### src/cellular_cave_smoothing_step_macros.svh
// assertion helpers shared by the smoothing step
`ifndef CELLULAR_CAVE_SMOOTHING_STEP_MACROS_SVH
`define CELLULAR_CAVE_SMOOTHING_STEP_MACROS_SVH

// same-cycle implication, masked while reset is high
`define CCS_ASSERT_NOW(label, clk, rst, ante, cons) \
   label: assert property (@(posedge clk) disable iff (rst) (ante) |-> (cons)) \
      else $error("%m: same-cycle check failed");

// next-cycle implication, masked while reset is high
`define CCS_ASSERT_NEXT(label, clk, rst, ante, cons) \
   label: assert property (@(posedge clk) disable iff (rst) (ante) |=> (cons)) \
      else $error("%m: next-cycle check failed");

`endif

### src/ccs_pkg.sv
package ccs_pkg;

   localparam int CFG_W = 9;
   localparam int THR_W = 4;
   localparam int IDX_W = 2;
   localparam int POS_W = 8;
   localparam int CNT_W = 4;
   localparam int WIN_W = 9;

   localparam int DEFAULT_MAX_COLS = 256;
   localparam int DEFAULT_MAX_ROWS = 256;

   localparam logic [CFG_W-1:0] RESET_ROWS      = 9'd64;
   localparam logic [CFG_W-1:0] RESET_COLS      = 9'd64;
   localparam logic [THR_W-1:0] RESET_THRESHOLD = 4'd5;

   // register indexes on the csr port
   localparam logic [IDX_W-1:0] REG_GRID_ROWS      = 2'd0;
   localparam logic [IDX_W-1:0] REG_GRID_COLS      = 2'd1;
   localparam logic [IDX_W-1:0] REG_WALL_THRESHOLD = 2'd2;

   // window bit 3*r+c, r=0 top row, c=0 left column
   localparam logic [WIN_W-1:0] KEEP_LEFT_MASK = 9'h0DB;
   localparam logic [WIN_W-1:0] NEIGHBOR_MASK  = 9'h1EF;

   // line memory word: upper line bit and middle line bit of one column
   localparam int LINE_W      = 2;
   localparam int LINE_UPPER  = 1;
   localparam int LINE_MIDDLE = 0;

   localparam int OUTQ_DEPTH = 3;
   localparam int OUTQ_PTR_W = 2;

   typedef struct packed {
      logic             edge_emit;
      logic             last;
      logic             main_emit;
      logic             clr;
      logic             top_en;
      logic             mid_en;
      logic             bot;
      logic [POS_W-1:0] row;
      logic [POS_W-1:0] col;
   } ccs_op_type;

   typedef struct packed {
      logic             wall;
      logic [POS_W-1:0] row;
      logic [POS_W-1:0] col;
      logic             last;
   } ccs_res_type;

   function automatic logic [WIN_W-1:0] shift_in(logic [WIN_W-1:0] w, logic top,
                                                 logic mid, logic bot);
      logic [WIN_W-1:0] s;
      s    = (w >> 1) & KEEP_LEFT_MASK;
      s[2] = top;
      s[5] = mid;
      s[8] = bot;
      return s;
   endfunction

   function automatic logic [CNT_W-1:0] count_walls(logic [WIN_W-1:0] w);
      logic [WIN_W-1:0] n;
      logic [CNT_W-1:0] c;
      n = w & NEIGHBOR_MASK;
      c = '0;
      for (int i = 0; i < WIN_W; i++) begin
         c = c + CNT_W'(n[i]);
      end
      return c;
   endfunction

endpackage

### src/ccs_ram.sv
module ccs_ram #(
   parameter int WIDTH = 2,
   parameter int DEPTH = 256,
   localparam int ADDR_W = $clog2(DEPTH)
) (
   input  logic              clock,
   input  logic              wr_en,
   input  logic [ADDR_W-1:0] wr_addr,
   input  logic [WIDTH-1:0]  wr_data,
   input  logic              rd_en,
   input  logic [ADDR_W-1:0] rd_addr,
   output logic [WIDTH-1:0]  rd_data
);

   logic [WIDTH-1:0] mem [DEPTH];

   always_ff @(posedge clock) begin
      if (wr_en) begin
         mem[wr_addr] <= wr_data;
      end
      if (rd_en) begin
         rd_data <= mem[rd_addr];
      end
   end

endmodule

### src/ccs_front.sv
module ccs_front #(
   parameter int MAX_COLS = ccs_pkg::DEFAULT_MAX_COLS,
   parameter int MAX_ROWS = ccs_pkg::DEFAULT_MAX_ROWS,
   localparam int COL_W = $clog2(MAX_COLS)
) (
   input  logic                     clock,
   input  logic                     reset,
   input  logic                     accept,
   input  logic                     cell_in,
   input  logic                     frame_start,
   input  logic [ccs_pkg::CFG_W-1:0] grid_rows,
   input  logic [ccs_pkg::CFG_W-1:0] grid_cols,
   output logic                     rd_en,
   output logic [COL_W-1:0]         rd_addr,
   output logic                     op_valid,
   output ccs_pkg::ccs_op_type      op,
   output logic [COL_W-1:0]         op_addr,
   output logic                     frame_idle
);

   import ccs_pkg::*;

   localparam int ROW_W = $clog2(MAX_ROWS + 4);
   localparam int AW0   = (ROW_W > CFG_W) ? ROW_W : CFG_W;
   localparam int AW    = (AW0 > COL_W + 1) ? AW0 : COL_W + 1;

   logic [ROW_W-1:0] row_ff, row_in;
   logic [COL_W-1:0] col_ff, col_in;
   logic             done_ff, done_in;
   logic             op_valid_ff, op_valid_in;
   ccs_op_type       op_ff, op_in;
   logic [COL_W-1:0] op_addr_ff;

   logic [AW-1:0] rows, cols, gr, gc, r0, c0, r1, c1, c2;
   logic          done_eff, stop, edge_emit, last, main_emit, active;

   always_comb begin
      gr = AW'(grid_rows);
      gc = AW'(grid_cols);
      if (gr == '0) begin
         rows = AW'(1);
      end else if (gr > AW'(MAX_ROWS)) begin
         rows = AW'(MAX_ROWS);
      end else begin
         rows = gr;
      end
      if (gc == '0) begin
         cols = AW'(1);
      end else if (gc > AW'(MAX_COLS)) begin
         cols = AW'(MAX_COLS);
      end else begin
         cols = gc;
      end

      r0       = frame_start ? '0 : AW'(row_ff);
      c0       = frame_start ? '0 : AW'(col_ff);
      done_eff = frame_start ? 1'b0 : done_ff;

      // column beyond a shrunken width wraps first
      if (c0 >= cols) begin
         c1 = '0;
         r1 = r0 + AW'(1);
      end else begin
         c1 = c0;
         r1 = r0;
      end

      stop      = r1 > rows + AW'(1);
      edge_emit = (c1 == '0) && (r1 >= AW'(2));
      last      = edge_emit && (r1 == rows + AW'(1));
      main_emit = (c1 >= AW'(1)) && (r1 >= AW'(1)) && (r1 <= rows);
      c2        = c1 + AW'(1);
      active    = accept && !done_eff && !stop;

      op_in.edge_emit = edge_emit;
      op_in.last      = last;
      op_in.main_emit = main_emit;
      op_in.clr       = (c1 == '0);
      op_in.top_en    = r1 >= AW'(2);
      op_in.mid_en    = r1 >= AW'(1);
      op_in.bot       = (r1 < rows) && cell_in;
      op_in.row       = edge_emit ? POS_W'(r1 - AW'(2)) : POS_W'(r1 - AW'(1));
      op_in.col       = edge_emit ? POS_W'(cols - AW'(1)) : POS_W'(c1 - AW'(1));

      op_valid_in = active;
      row_in      = row_ff;
      col_in      = col_ff;
      done_in     = done_ff;
      if (accept) begin
         done_in = done_eff || stop || last;
      end
      if (active) begin
         if (last) begin
            row_in = ROW_W'(r1);
            col_in = COL_W'(c1);
         end else if (c2 >= cols) begin
            row_in = ROW_W'(r1 + AW'(1));
            col_in = '0;
         end else begin
            row_in = ROW_W'(r1);
            col_in = COL_W'(c2);
         end
      end
   end

   always_ff @(posedge clock) begin
      if (reset) begin
         row_ff      <= '0;
         col_ff      <= '0;
         done_ff     <= 1'b1;
         op_valid_ff <= 1'b0;
      end else begin
         row_ff      <= row_in;
         col_ff      <= col_in;
         done_ff     <= done_in;
         op_valid_ff <= op_valid_in;
      end
      op_ff      <= op_in;
      op_addr_ff <= COL_W'(c1);
   end

   assign rd_en      = active;
   assign rd_addr    = COL_W'(c1);
   assign op_valid   = op_valid_ff;
   assign op         = op_ff;
   assign op_addr    = op_addr_ff;
   assign frame_idle = done_ff;

endmodule

### src/ccs_window.sv
module ccs_window #(
   parameter int MAX_COLS = ccs_pkg::DEFAULT_MAX_COLS,
   localparam int COL_W = $clog2(MAX_COLS)
) (
   input  logic                      clock,
   input  logic                      reset,
   input  logic                      op_valid,
   input  ccs_pkg::ccs_op_type       op,
   input  logic [COL_W-1:0]          op_addr,
   input  logic                      rd_en,
   input  logic [COL_W-1:0]          rd_addr,
   input  logic [ccs_pkg::LINE_W-1:0] ram_rdata,
   input  logic [ccs_pkg::THR_W-1:0] wall_threshold,
   output logic                      wr_en,
   output logic [COL_W-1:0]          wr_addr,
   output logic [ccs_pkg::LINE_W-1:0] wr_data,
   output logic                      push,
   output ccs_pkg::ccs_res_type      res
);

   import ccs_pkg::*;

   logic [WIN_W-1:0]  window_ff, window_in;
   logic              fwd_ff, fwd_in;
   logic [LINE_W-1:0] fwd_data_ff;
   logic [LINE_W-1:0] rd;
   logic [WIN_W-1:0]  base, w_new, sel;
   logic              top, mid;

   always_comb begin
      // the column just written may be read again right away
      rd        = fwd_ff ? fwd_data_ff : ram_rdata;
      top       = op.top_en && rd[LINE_UPPER];
      mid       = op.mid_en && rd[LINE_MIDDLE];
      base      = op.clr ? '0 : window_ff;
      w_new     = shift_in(base, top, mid, op.bot);
      sel       = op.edge_emit ? shift_in(window_ff, 1'b0, 1'b0, 1'b0) : w_new;

      wr_en     = op_valid && !op.last;
      wr_addr   = op_addr;
      wr_data   = '0;
      wr_data[LINE_UPPER]  = rd[LINE_MIDDLE];
      wr_data[LINE_MIDDLE] = op.bot;

      window_in = wr_en ? w_new : window_ff;
      fwd_in    = rd_en && wr_en && (wr_addr == rd_addr);

      push      = op_valid && (op.edge_emit || op.main_emit);
      res.wall  = count_walls(sel) >= wall_threshold;
      res.row   = op.row;
      res.col   = op.col;
      res.last  = op.last;
   end

   always_ff @(posedge clock) begin
      if (reset) begin
         window_ff <= '0;
         fwd_ff    <= 1'b0;
      end else begin
         window_ff <= window_in;
         fwd_ff    <= fwd_in;
      end
      fwd_data_ff <= wr_data;
   end

endmodule

### src/ccs_outq.sv
module ccs_outq (
   input  logic                           clock,
   input  logic                           reset,
   input  logic                           push,
   input  ccs_pkg::ccs_res_type           push_data,
   input  logic                           out_stall,
   output logic                           out_valid,
   output ccs_pkg::ccs_res_type           out_data,
   output logic [ccs_pkg::OUTQ_PTR_W-1:0] count
);

   import ccs_pkg::*;

   ccs_res_type           slot_ff [OUTQ_DEPTH];
   logic [OUTQ_PTR_W-1:0] head_ff, head_in, tail_ff, tail_in, count_ff, count_in;
   logic                  pop;

   function automatic logic [OUTQ_PTR_W-1:0] bump(logic [OUTQ_PTR_W-1:0] p);
      return (p == OUTQ_PTR_W'(OUTQ_DEPTH - 1)) ? '0 : p + OUTQ_PTR_W'(1);
   endfunction

   always_comb begin
      pop      = (count_ff != '0) && !out_stall;
      head_in  = pop ? bump(head_ff) : head_ff;
      tail_in  = push ? bump(tail_ff) : tail_ff;
      count_in = count_ff + OUTQ_PTR_W'(push) - OUTQ_PTR_W'(pop);
   end

   always_ff @(posedge clock) begin
      if (reset) begin
         head_ff  <= '0;
         tail_ff  <= '0;
         count_ff <= '0;
      end else begin
         head_ff  <= head_in;
         tail_ff  <= tail_in;
         count_ff <= count_in;
      end
      if (push) begin
         slot_ff[tail_ff] <= push_data;
      end
   end

   assign out_valid = count_ff != '0;
   assign out_data  = slot_ff[head_ff];
   assign count     = count_ff;

endmodule

### src/cellular_cave_smoothing_step.sv
// result: the request one row and one column on yields a cell's result, via the result queue
// throughput: one request per cycle when req_stall is low, set by the single read-modify-write
//    of the line memory (read when taken, written back next, with a one-deep same-column bypass)
// reset: config returns to 64 x 64, threshold 5, no frame active; then a clearing pass
//    zeroes each line memory column, with requests stalled, csr writes still taken
module cellular_cave_smoothing_step #(
   parameter int MAX_COLS = ccs_pkg::DEFAULT_MAX_COLS,
   parameter int MAX_ROWS = ccs_pkg::DEFAULT_MAX_ROWS
) (
   input  logic                       clock,
   input  logic                       reset,
   // request channel
   input  logic                       req_valid,
   output logic                       req_stall,
   input  logic                       req_cell_in,
   input  logic                       req_frame_start,
   // result channel
   output logic                       rsp_valid,
   input  logic                       rsp_stall,
   output logic                       rsp_cell_out,
   output logic [ccs_pkg::POS_W-1:0]  rsp_out_row,
   output logic [ccs_pkg::POS_W-1:0]  rsp_out_col,
   output logic                       rsp_frame_last,
   // register writes
   input  logic                       csr_wr_en,
   input  logic [ccs_pkg::IDX_W-1:0]  csr_index,
   input  logic [ccs_pkg::CFG_W-1:0]  csr_wr_data
);

   import ccs_pkg::*;

`include "cellular_cave_smoothing_step_macros.svh"

   localparam int COL_W = $clog2(MAX_COLS);

   // configuration registers
   logic [CFG_W-1:0] grid_rows_ff, grid_rows_in;
   logic [CFG_W-1:0] grid_cols_ff, grid_cols_in;
   logic [THR_W-1:0] thr_ff, thr_in;

   // clearing pass over the line memory
   logic             clr_ff, clr_in;
   logic [COL_W-1:0] clr_addr_ff, clr_addr_in;

   logic                accept;
   logic                rd_en;
   logic [COL_W-1:0]    rd_addr;
   logic                op_valid;
   ccs_op_type          op;
   logic [COL_W-1:0]    op_addr;
   logic                frame_idle;

   logic                win_wr_en;
   logic [COL_W-1:0]    win_wr_addr;
   logic [LINE_W-1:0]   win_wr_data;
   logic                push;
   ccs_res_type         push_res;

   logic                ram_wr_en;
   logic [COL_W-1:0]    ram_wr_addr;
   logic [LINE_W-1:0]   ram_wr_data;
   logic [LINE_W-1:0]   ram_rdata;

   ccs_res_type               q_data;
   logic [OUTQ_PTR_W-1:0]     q_count;
   logic [OUTQ_PTR_W:0]       in_flight;

   always_comb begin
      grid_rows_in = grid_rows_ff;
      grid_cols_in = grid_cols_ff;
      thr_in       = thr_ff;
      if (csr_wr_en) begin
         case (csr_index)
            REG_GRID_ROWS:      grid_rows_in = csr_wr_data;
            REG_GRID_COLS:      grid_cols_in = csr_wr_data;
            REG_WALL_THRESHOLD: thr_in       = THR_W'(csr_wr_data);
            default:            ;
         endcase
      end

      clr_in      = clr_ff;
      clr_addr_in = clr_addr_ff;
      if (clr_ff) begin
         clr_addr_in = clr_addr_ff + COL_W'(1);
         if (clr_addr_ff == COL_W'(MAX_COLS - 1)) begin
            clr_in = 1'b0;
         end
      end
   end

   always_ff @(posedge clock) begin
      if (reset) begin
         grid_rows_ff <= RESET_ROWS;
         grid_cols_ff <= RESET_COLS;
         thr_ff       <= RESET_THRESHOLD;
         clr_ff       <= 1'b1;
         clr_addr_ff  <= '0;
      end else begin
         grid_rows_ff <= grid_rows_in;
         grid_cols_ff <= grid_cols_in;
         thr_ff       <= thr_in;
         clr_ff       <= clr_in;
         clr_addr_ff  <= clr_addr_in;
      end
   end

   // each request in the window stage may still need one queue slot
   assign in_flight = (OUTQ_PTR_W + 1)'(op_valid) + (OUTQ_PTR_W + 1)'(q_count);
   assign req_stall = clr_ff || (in_flight > (OUTQ_PTR_W + 1)'(OUTQ_DEPTH - 1));
   assign accept    = req_valid && !req_stall;

   ccs_front #(
      .MAX_COLS (MAX_COLS),
      .MAX_ROWS (MAX_ROWS)
   ) u_front (
      .clock       (clock),
      .reset       (reset),
      .accept      (accept),
      .cell_in     (req_cell_in),
      .frame_start (req_frame_start),
      .grid_rows   (grid_rows_ff),
      .grid_cols   (grid_cols_ff),
      .rd_en       (rd_en),
      .rd_addr     (rd_addr),
      .op_valid    (op_valid),
      .op          (op),
      .op_addr     (op_addr),
      .frame_idle  (frame_idle)
   );

   // line memory: upper and middle line bit per column
   assign ram_wr_en   = clr_ff || win_wr_en;
   assign ram_wr_addr = clr_ff ? clr_addr_ff : win_wr_addr;
   assign ram_wr_data = clr_ff ? '0 : win_wr_data;

   ccs_ram #(
      .WIDTH (LINE_W),
      .DEPTH (MAX_COLS)
   ) u_lines (
      .clock   (clock),
      .wr_en   (ram_wr_en),
      .wr_addr (ram_wr_addr),
      .wr_data (ram_wr_data),
      .rd_en   (rd_en),
      .rd_addr (rd_addr),
      .rd_data (ram_rdata)
   );

   ccs_window #(
      .MAX_COLS (MAX_COLS)
   ) u_window (
      .clock          (clock),
      .reset          (reset),
      .op_valid       (op_valid),
      .op             (op),
      .op_addr        (op_addr),
      .rd_en          (rd_en),
      .rd_addr        (rd_addr),
      .ram_rdata      (ram_rdata),
      .wall_threshold (thr_ff),
      .wr_en          (win_wr_en),
      .wr_addr        (win_wr_addr),
      .wr_data        (win_wr_data),
      .push           (push),
      .res            (push_res)
   );

   // result queue decouples the window stage from the result channel
   ccs_outq u_outq (
      .clock     (clock),
      .reset     (reset),
      .push      (push),
      .push_data (push_res),
      .out_stall (rsp_stall),
      .out_valid (rsp_valid),
      .out_data  (q_data),
      .count     (q_count)
   );

   assign rsp_cell_out   = q_data.wall;
   assign rsp_out_row    = q_data.row;
   assign rsp_out_col    = q_data.col;
   assign rsp_frame_last = q_data.last;

   // queue never takes a result while full unless one leaves
   `CCS_ASSERT_NOW(a_queue_room, clock, reset,
      push, (q_count < OUTQ_PTR_W'(OUTQ_DEPTH)) || (rsp_valid && !rsp_stall))
   // the closing result of a frame only appears once the frame is marked done
   `CCS_ASSERT_NOW(a_last_done, clock, reset, push && push_res.last, frame_idle)
   // nothing enters the window stage while the memory is being cleared
   `CCS_ASSERT_NEXT(a_clear_quiet, clock, reset, clr_ff, !op_valid)

endmodule
### config.mk
export PLATFORM = sky130hd
export DESIGN_NAME = cellular_cave_smoothing_step
export DESIGN_NICKNAME = d
export VERILOG_FILES = /design/src/ccs_pkg.sv /design/src/ccs_ram.sv /design/src/ccs_front.sv /design/src/ccs_window.sv /design/src/ccs_outq.sv /design/src/cellular_cave_smoothing_step.sv
export VERILOG_INCLUDE_DIRS = /design/src /design/src/src
export SDC_FILE = /design/constraint.sdc
export NUM_CORES = 1
export LEC_CHECK = 0
export ABC_CLOCK_PERIOD_IN_PS = 20700
export BUFFER_PORTS_ARGS = -buffer_cell sky130_fd_sc_hd__clkbuf_2
export CAP_MARGIN = 30
export CORE_ASPECT_RATIO = 0.5
export CORE_UTILIZATION = 45
export DETAILED_ROUTE_END_ITERATION = 16
export PLACE_DENSITY = 0.68
export SYNTH_ARGS = -nofsm -noshare
export SYNTH_HDL_FRONTEND = slang
export SYNTH_HIERARCHICAL = 1
export SYNTH_SLANG_ARGS = --single-unit
### constraint.sdc
create_clock -name clock -period 20.7 [get_ports clock]
set_input_delay 2.07 -clock clock [delete_from_list [all_inputs] [get_ports clock]]
set_output_delay 2.07 -clock clock [all_outputs]
set_load 0.005 [all_outputs]
==> metrics.txt <==
Post-CTS Hold Buffers 0; HP Class flop to flop; Clock Tree Root clkbuf_16; Die ar. 67400 sq um; Worst setup EP type flop; RSZ-0062 raised after global routing no; setup TNS 0 ns; largest cells by area after synthesis edfxtp_1 (57%), dfxtp_1 (6.6%), mux4_2 (6.2%), nor2_1 (4.2%), mux2i_1 (3.5%); status complete, no violations; FFs w/ async S/R, synth 0%; number of buffers created by CTS 59; starting DRC count in detailed routing 2006; drt first pass iters 6; Post-CTS Setup Repair Bufs 0; HPWL Detailed 43.4 mm; Max Slew Vio Count 0; initial antenna violation count 0; startpoint types input pin; routed len/inst ~23 um; Post-Synthesis Cells about 2100; crit-path cells clkbuf_2 -> nor2b_1 -> ha_1 -> nand4b_1 -> nor2_1 -> a21oi_2 -> buf_4 -> nand2b_1 -> xnor2_1 -> inv_1 -> ha_1 -> nand4_1 -> nor3_1 -> o211ai_1 -> nor4_4 -> a21o_2 -> inv_1 -> nor2_1 -> a21oi_1 -> ha_1 -> nand2_1 -> o311ai_0 -> o211ai_1; Clock Pin Slew Worst Setup and Hold Paths around 0.070 ns; clock latency on the worst-skew pair roughly 0.65 ns; Internal Power around 2.1 mW; Worst path slowest cell xnor2_1; routability cong. approximately 0.91; Max Clock Freq approximately 140 MHz; WS Path Type input pin to flop; dpl cells 2903; sequential-to-total area share from yosys stat 63.7%; crit path max fanout 25; most used cell, CP ha_1; layout cell share with drive strength beyond 1 between 10% and 20%; CP Data Arrival Time 7.44 ns; starting density of the core 45.7%; crit path time final ~7.0 ns; Clock Path Buffers 3; # diodes 0; first-pass GRT wire length slightly above 100 mm; Avg Cell Area, Syn around 14 sq um; Yosys top cell by area edfxtp_1; die height between 150 and 200 um; Post-synth EDFFs 568; Routed Antenna Nets 0; Comb pwr share under 10%; Post-Syn Nets between 2000 and 2500; share of power burned in registers between 50% and 60%; synthesized area approximately 30000 sq um; Pwr Total 2.62 mW; setup slack at placement between 10 and 15 ns; Final #Nets 2162; final worst slack between 10 and 15 ns; row count 66; Crit path largest cell delay 0.54 ns; Final period util 33.6%; io pins 38; final global-route overflow total 0; ys flop type edfxtp_1; Layout Skew approximately 0.037 ns; Slew headroom between 10% and 20%; GRT Total Usage between 20% and 30%; clk sink count approximately 670; Switch Pwr around 0.53 mW; top cell type's share of synthesized area 57.1%; synthesis-stage register bit count roughly 670; chip width between 300 and 400 um; Worst Path Required about 21 ns; Synth cell types between 90 and 100; Pleak approximately 9.2 nW; Slew @ Worst Pin between 1 and 1.5 ns; Peak supply drop between 0.06 and 0.07 mV; Via density between 5 and 6; largest net degree at the start of global routing 257; WL final a little under 70 mm; # DRC 0; via count approximately 18000; area grow syn2layout 9.00%; clock power share roughly 43%; Non-Filler Instances 3014; core outline area 65300 sq um; Final setup viols 0; vias in the first global route about 17000; Max Cap Viol 0; Post-CTS Resized 0; Hold Fails Final Rpt 0; WHS ~0.45 ns; list of most frequent post-synthesis cells edfxtp_1 (568), nor2_1 (334), nand2_1 (112); sw frac 20.3%; PD cells roughly 80 nW/um^2; synth warn 6; I/O Buffers 37; TritonCTS clock tree done; H-tree depth 2; most common cell in the netlist edfxtp_1
[cell usage in the layout, fill, tap and decap left out, types with 8 or more instances in the layout]
master	count
mux4_2	82
mux4_1	20
clkbuf_1	14
o21ai_0	35
o21ai_1	21
dfxtp_1	98
mux2i_1	105
nor3_1	10
nand4_1	19
nand2_1	112
nor2b_1	38
o221ai_1	18
nor2_1	334
xor2_1	12
nand3_1	49
clkbuf_16	60
nand2b_1	18
clkinv_1	8
clkinv_2	12
inv_1	38
xnor2_1	34
clkbuf_2	37
mux2_2	21
edfxtp_1	568
a21oi_1	39
a211oi_1	18
ha_1	59
and2_1	11
buf_4	29
a22o_1	15
[layout make-up]
type	instances	area, sq um
Tap cell	884	1110
Multi-Input combinational cell	1237	9730
Fill cell	5450	32800
Clock buffer	75	1570
Inverter	44	170
Clock inverter	35	404
Timing Repair Buffer	73	548
Sequential cell	666	19000
[metal layers]
layer  track usage, %  share of wire, %
met1             27.0                41
met4             6.79               3.0
met3             4.75               9.2
met2             32.6                47
met5                0                 0
[critical path, delay by kind of cell]
kind	cells	cell delay [ns]
xor+xnor	1	0.54
simple gates	9	1.24
buf+inv	4	1.24
fa+ha+maj	3	0.87
compound gates	6	1.44
[registers in the layout, summed over array words and instances, names as in the netlist, 4 cells and up, named ones only]
register,cells
clr_addr_ff,8
grid_cols_ff,9
grid_rows_ff,9
thr_ff,4
u_front/col_ff,8
u_front/op,23
u_front/op_addr,8
u_front/row_ff,9
u_lines/mem,512
u_outq/slot_ff,54
u_window/window_ff,6
[metrics by stage]
step	cell area [sq um]	utilization, %
after floorplan	29900	-
after global placement	30500	46.7
after detailed placement	30500	46.8
after CTS	32500	49.8
after global routing	32500	49.8
final	32500	49.8
[power by group through the flow]
stage | clock network [mW] | logic (mW) | registers (mW)
after floorplan | 0 | 0.0376 | 1.47
after global placement | 0 | 0.0548 | 1.47
after detailed placement | 0 | 0.0557 | 1.47
after CTS | 1.14 | 0.0560 | 1.45
after global routing | 1.19 | 0.0612 | 1.45
final | 1.12 | 0.0565 | 1.45
[path summary, 6_finish.rpt]
kind                                start                         endpoint  slack [ns]  depth (start not counted)
max                       req_frame_start            u_front/op[6]$_DFF_P_       13.74                         23
max reg2reg  grid_cols_ff[8]$_SDFFE_PP0P_            u_front/op[6]$_DFF_P_       14.82                         23
min                u_front/op[15]$_DFF_P_  u_outq/slot_ff[2][16]$_DFFE_PP_        0.45                          0
min reg2reg        u_front/op[15]$_DFF_P_  u_outq/slot_ff[2][16]$_DFFE_PP_        0.45                          0
[cell families (layout without fill, tap and decap cells)]
| kind of cell | Yosys count | in the layout | share of synthesized area, % |
|---|---|---|---|
| AOI/OAI and AO/OA | 247 | 247 | 6.07 |
| xor gates and xnor gates | 46 | 46 | 1.35 |
| adders and majority gates | 64 | 64 | 2.77 |
| buffers and inverters | 191 | 227 | 3.85 |
| DFF | 666 | 666 | 63.7 |
| muxes | 230 | 230 | 12.3 |
| and+or+nand+nor | 650 | 650 | 9.91 |
No activity file was read; power rests on OpenSTA's default activity.
